[config.mk]
export PLATFORM = sky130hd
export DESIGN_NAME = ttr_ram
export DESIGN_NICKNAME = d
export VERILOG_FILES = /design/src/rtl/ttr_ram.sv
export SDC_FILE = /design/constraint.sdc
export NUM_CORES = 2
export LEC_CHECK = 0
export BUFFER_PORTS_ARGS = -buffer_cell sky130_fd_sc_hd__buf_2
export CAP_MARGIN = 20
export CELL_PAD_IN_SITES_DETAIL_PLACEMENT = 1
export CELL_PAD_IN_SITES_GLOBAL_PLACEMENT = 2
export CORE_ASPECT_RATIO = 1.5
export CORE_MARGIN = 4
export CORE_UTILIZATION = 46
export DETAILED_ROUTE_END_ITERATION = 8
export MAX_ROUTING_LAYER = met4
export PLACE_DENSITY = 0.8
export SYNTH_ARGS = -nofsm -noshare
export SYNTH_HDL_FRONTEND = slang
export SYNTH_SLANG_ARGS = --single-unit
[constraint.sdc]
create_clock -name clk -period 2.7 [get_ports clk]
set_input_delay 0.54 -clock clk [delete_from_list [all_inputs] [get_ports clk]]
set_output_delay 0.54 -clock clk [all_outputs]
set_load 0.01 [all_outputs]
[src/rtl/ttr_ram.sv]
// Generic single-port RAM with registered read.
module ttr_ram #(
	parameter int WIDTH = 8,
	parameter int DEPTH = 256
) (
	input logic clk,
	input logic we,
	input logic [$clog2(DEPTH)-1:0] addr,
	input logic [WIDTH-1:0] wdata,
	output logic [WIDTH-1:0] rdata
);
	logic [WIDTH-1:0] mem [DEPTH];

	always_ff @(posedge clk) begin
		if (we) begin
			mem[addr] <= wdata;
		end
		rdata <= mem[addr];
	end
endmodule

======== Yosys cells after proc, flatten, opt, wreduce, memory -nomap -nowiden ========
Memories as Yosys holds them, arrays and structs flattened. A register that Yosys moved wholly into a read port is not among the register bits.
Cells that the tools add are included.
word-level totals
  logic and storage cells ................. 3
  memory bits (writable) .................. 2048
  input port bits ......................... 18
  memories kept ........................... 1
  register bits after elaboration ......... 0
memories
  memory  words  width  rd ports  clocked after Yosys merged registers in  wr ports  RTL line  source
  mem     256    8      1         1                                        1         12        logic [WIDTH-1:0] mem [DEPTH];
operators by class
  muxes and demuxes ....................... 2
operator list
  kind               number
  1-bit two-way mux  2

======== Longest topological paths before layout ========
  depth after elaboration ................. 2
  depth in mapped cells ................... 10
  mapped depth without buffers ............ 5

======== Worst setup path after synthesis ========
OpenSTA, ideal clock, no wires.
  kind .................................... input-to-reg
  from .................................... input addr[1]
  to ...................................... memory mem[111][0], enable pin
  data required time ...................... 2330 ps
  library setup time ...................... 370 ps
  slack ................................... -59 ps
  arrival ................................. 2389 ps
  cell stages on the path ................. 9
  path through ............................ buf_2 > clkbuf_1 > clkbuf_1 > nand2_1 > buf_2 > nor2_1 > nand2_1 > clkbuf_1 > nor2_1
RTL lines
  item                RTL line  source
  start: declaration  8         input logic [$clog2(DEPTH)-1:0] addr,
  end: declaration    12
Straight into the memory's write port.

==> run metrics <==
hold path startpoint=wdata[3]; transition time at the pin with the least slew margin=0.890 ns; gate count after technology mapping=3547; final total power=64.4 mW; worst hold slack across all endpoints=0.131 ns; cts bufs inserted=176; worst slew slack as a fraction of its limit=40.7%; routability congestion estimate from global placement=0.841; Synth Net Count=3565; number of pins with negative max-slew slack in the final report=0; areal power density over the cells=693 nW/um2; number of distinct library cell variants in the gate-level netlist after synthesis=22; chip height=514 um; maximum fanout encountered on the critical timing path=13; Starting DRT DRC Count=4767; Worst Setup Slack, final=0.0459 ns; maximum number of pins on one net before global-route repair=77; routed wire length per instance=32.8 um; CTS Hold Buffers Added=0; first-pass GRT wire length=316 mm; endpoint of the worst hold path=mem[172][3]$_DFFE_PP_; result of the run=finished, final reports clean; min-delay worst type=in2reg; most frequent cells in the layout=2048 x edfxtp_1, 581 x buf_4, 512 x mux4_2, 256 x a22oi_1, 224 x nor2_1; buffer type at the clock tree root=clkbuf_16; H-tree depth reported by CTS=4; initial cell density of the core=46.3%; Sinks on Clock Net=2056; ratio of routed vias to standard cells=6.12; worst reg2reg path depth=7; area delta synth->final=18.3%; endpoints failing setup=0; post-CTS setup buffer count=0; post-layout min period=2.65 ns; Buffers on Ports=25; terminus of the critical flop-to-flop path=rdata[7]$_DFF_P_; DRC violations left=0; timing-limited maximum frequency=377 MHz; Synth Area per Inst=22.1 um2; clock latency of the later-clocked register in the worst-skew pair=0.83 ns; TritonCTS clock tree=yes; via count of the first global-routing pass=43808; Yosys warnings=0; Finished Cell Area=92800 um2; share of the yosys chip area belonging to registers=78.6%; max-cap violations=0; Synth Cell Area=78500 um2; total routing usage reported by global routing=25.3%; number of antenna violations at the first check in global routing=10; Detailed Place HPWL=141 mm; antenna violation net count after detailed routing=0; post-layout net count=4223; placement-stage worst setup slack=-1.12 ns; share of cells above drive strength 1=34.7%; fillers=14657; worst flop-to-flop path startpoint=mem[159][7]$_DFFE_PP_; remaining global-route overflow=0; final wirelength=217 mm; critical path class=in2reg; total leakage power=29.6 nW; x dimension of the die=345 um; most common cell after layout, fill and taps aside=edfxtp_1; post-synthesis register bit count=2056; peak supply drop=0.000755 V; CP Capture Type=register; slack of the worst reg-to-reg path=0.14 ns; type of element launching the critical path=input port; post-placement cell area=87000 um2; I/O pins=26; Core ar.=169000 um2; Pre-antenna DRT Iters=7; final-layout setup total negative slack=0 ns; CP Data Required Time=3.40 ns; setup clock skew after layout=0.0204 ns; row count=185; maximum number of buffers from clock root to sink=3; Vias=40395; Fin. Hold Viols=0; share of the clock period used by the worst path=98.3%; Hold Path Stages=1; CP Data Arrival Time=3.35 ns; die area=177000 um2; clock-pin slew reported for the worst setup and hold paths after clock tree synthesis=0.07 ns
## cells in the mapped netlist
library cell     n  share of area (%)
edfxtp_1      2048                 78
clkbuf_1       145               0.69
a22oi_1        256                2.4
buf_2           36               0.23
mux4_2         512                 15
o41ai_1         32               0.36
nand4_1          8              0.064
dfxtp_1          8               0.20
buf_1           19              0.091
nor2b_1          7              0.056
nand2_1         28               0.13
buf_6           16               0.23
nand2b_1         6              0.048
nand3_1         13              0.083
nor3_1          30               0.19
a21oi_1        128               0.82
and2_1           3              0.024
nor2_1         232                1.1
inv_1            1             0.0048
or2_2            2              0.016
buf_4           16               0.15
or3_1            1             0.0080
## layout make-up
| type | count | area (um2) | area share, % |
|---|---|---|---|
| multi-input combinational | 1258 | 15900 | 17.1 |
| tap | 2244 | 2810 | 3.02 |
| timing repair buffer | 712 | 6700 | 7.21 |
| clock inverter | 110 | 1160 | 1.25 |
| antenna | 12 | 30.0 | 0.0323 |
| sequential | 2056 | 61700 | 66.4 |
| clock buffer | 210 | 4600 | 4.96 |
| inverter | 1 | 3.75 | 0.00404 |
## power by group
part | total [mW] | switching (mW) | internal (mW)
Sequential | 35.2 | 0.0495 | 35.2
Combinational | 3.58 | 2.15 | 1.43
Clock | 25.6 | 11.5 | 14.1
## logic make-up (layout without fill, tap and decap cells)
logic type | after synthesis | after routing | share of synthesized area [%]
mux | 512 | 512 | 14.7
compound gates | 416 | 416 | 3.62
flops | 2056 | 2056 | 78.6
other cells | 0 | 12 | 0
buf+inv | 233 | 1033 | 1.40
simple gates | 330 | 330 | 1.73
## per-layer routing
layer  track usage (%)  part of all wire (%)  wire length (um)
met1              29.5                    35             75500
met2              43.3                    53            115000
met3              3.77                   6.7             14600
met4              12.4                   5.5             11900
met5                 -                     0                 0
## flip-flops by register name, indices dropped and copies added, names as in the netlist
signal and cells:
mem 2048, rdata 8
## worst max-delay path, stage by stage
cell,delay (ns)
buf_12,0.21
buf_12,0.21
buf_4,0.25
mux4_2,0.52
a22oi_1,0.27
buf_4,0.18
a21oi_1,0.14
o41ai_1,0.64
buf_4,0.26
nand4_1,0.09
## what timing repair did
action / 4_1_cts / 5_1_grt
endpoints found under the hold margin: 0 / 0
resized for setup: 8 / 2
setup endpoints to repair: 6 / 2
## how the worst max path moves through the flow
stage	cells past startpoint	from	to	slack, ns
6_report	10	addr[0]	rdata[7]$_DFF_P_	0.05
5_1_grt	11	addr[0]	rdata[1]$_DFF_P_	-0.008
4_1_cts	9	addr[0]	rdata[1]$_DFF_P_	0.04
3_5_place_dp	9	addr[0]	rdata[7]$_DFF_P_	-1.12
3_3_place_gp	8	addr[0]	rdata[4]$_DFF_P_	-1.46
2_1_floorplan	9	addr[1]	mem[111][0]$_DFFE_PP_	-0.06
## per-stage QoR
stage	utilization [%]	instances
floorplan	-	3547
global placement	51.3	6270
detailed placement	51.3	6271
CTS	54.8	6591
global route	54.8	6600
finish	54.8	6603
No activity file was read; power rests on OpenSTA's default activity.
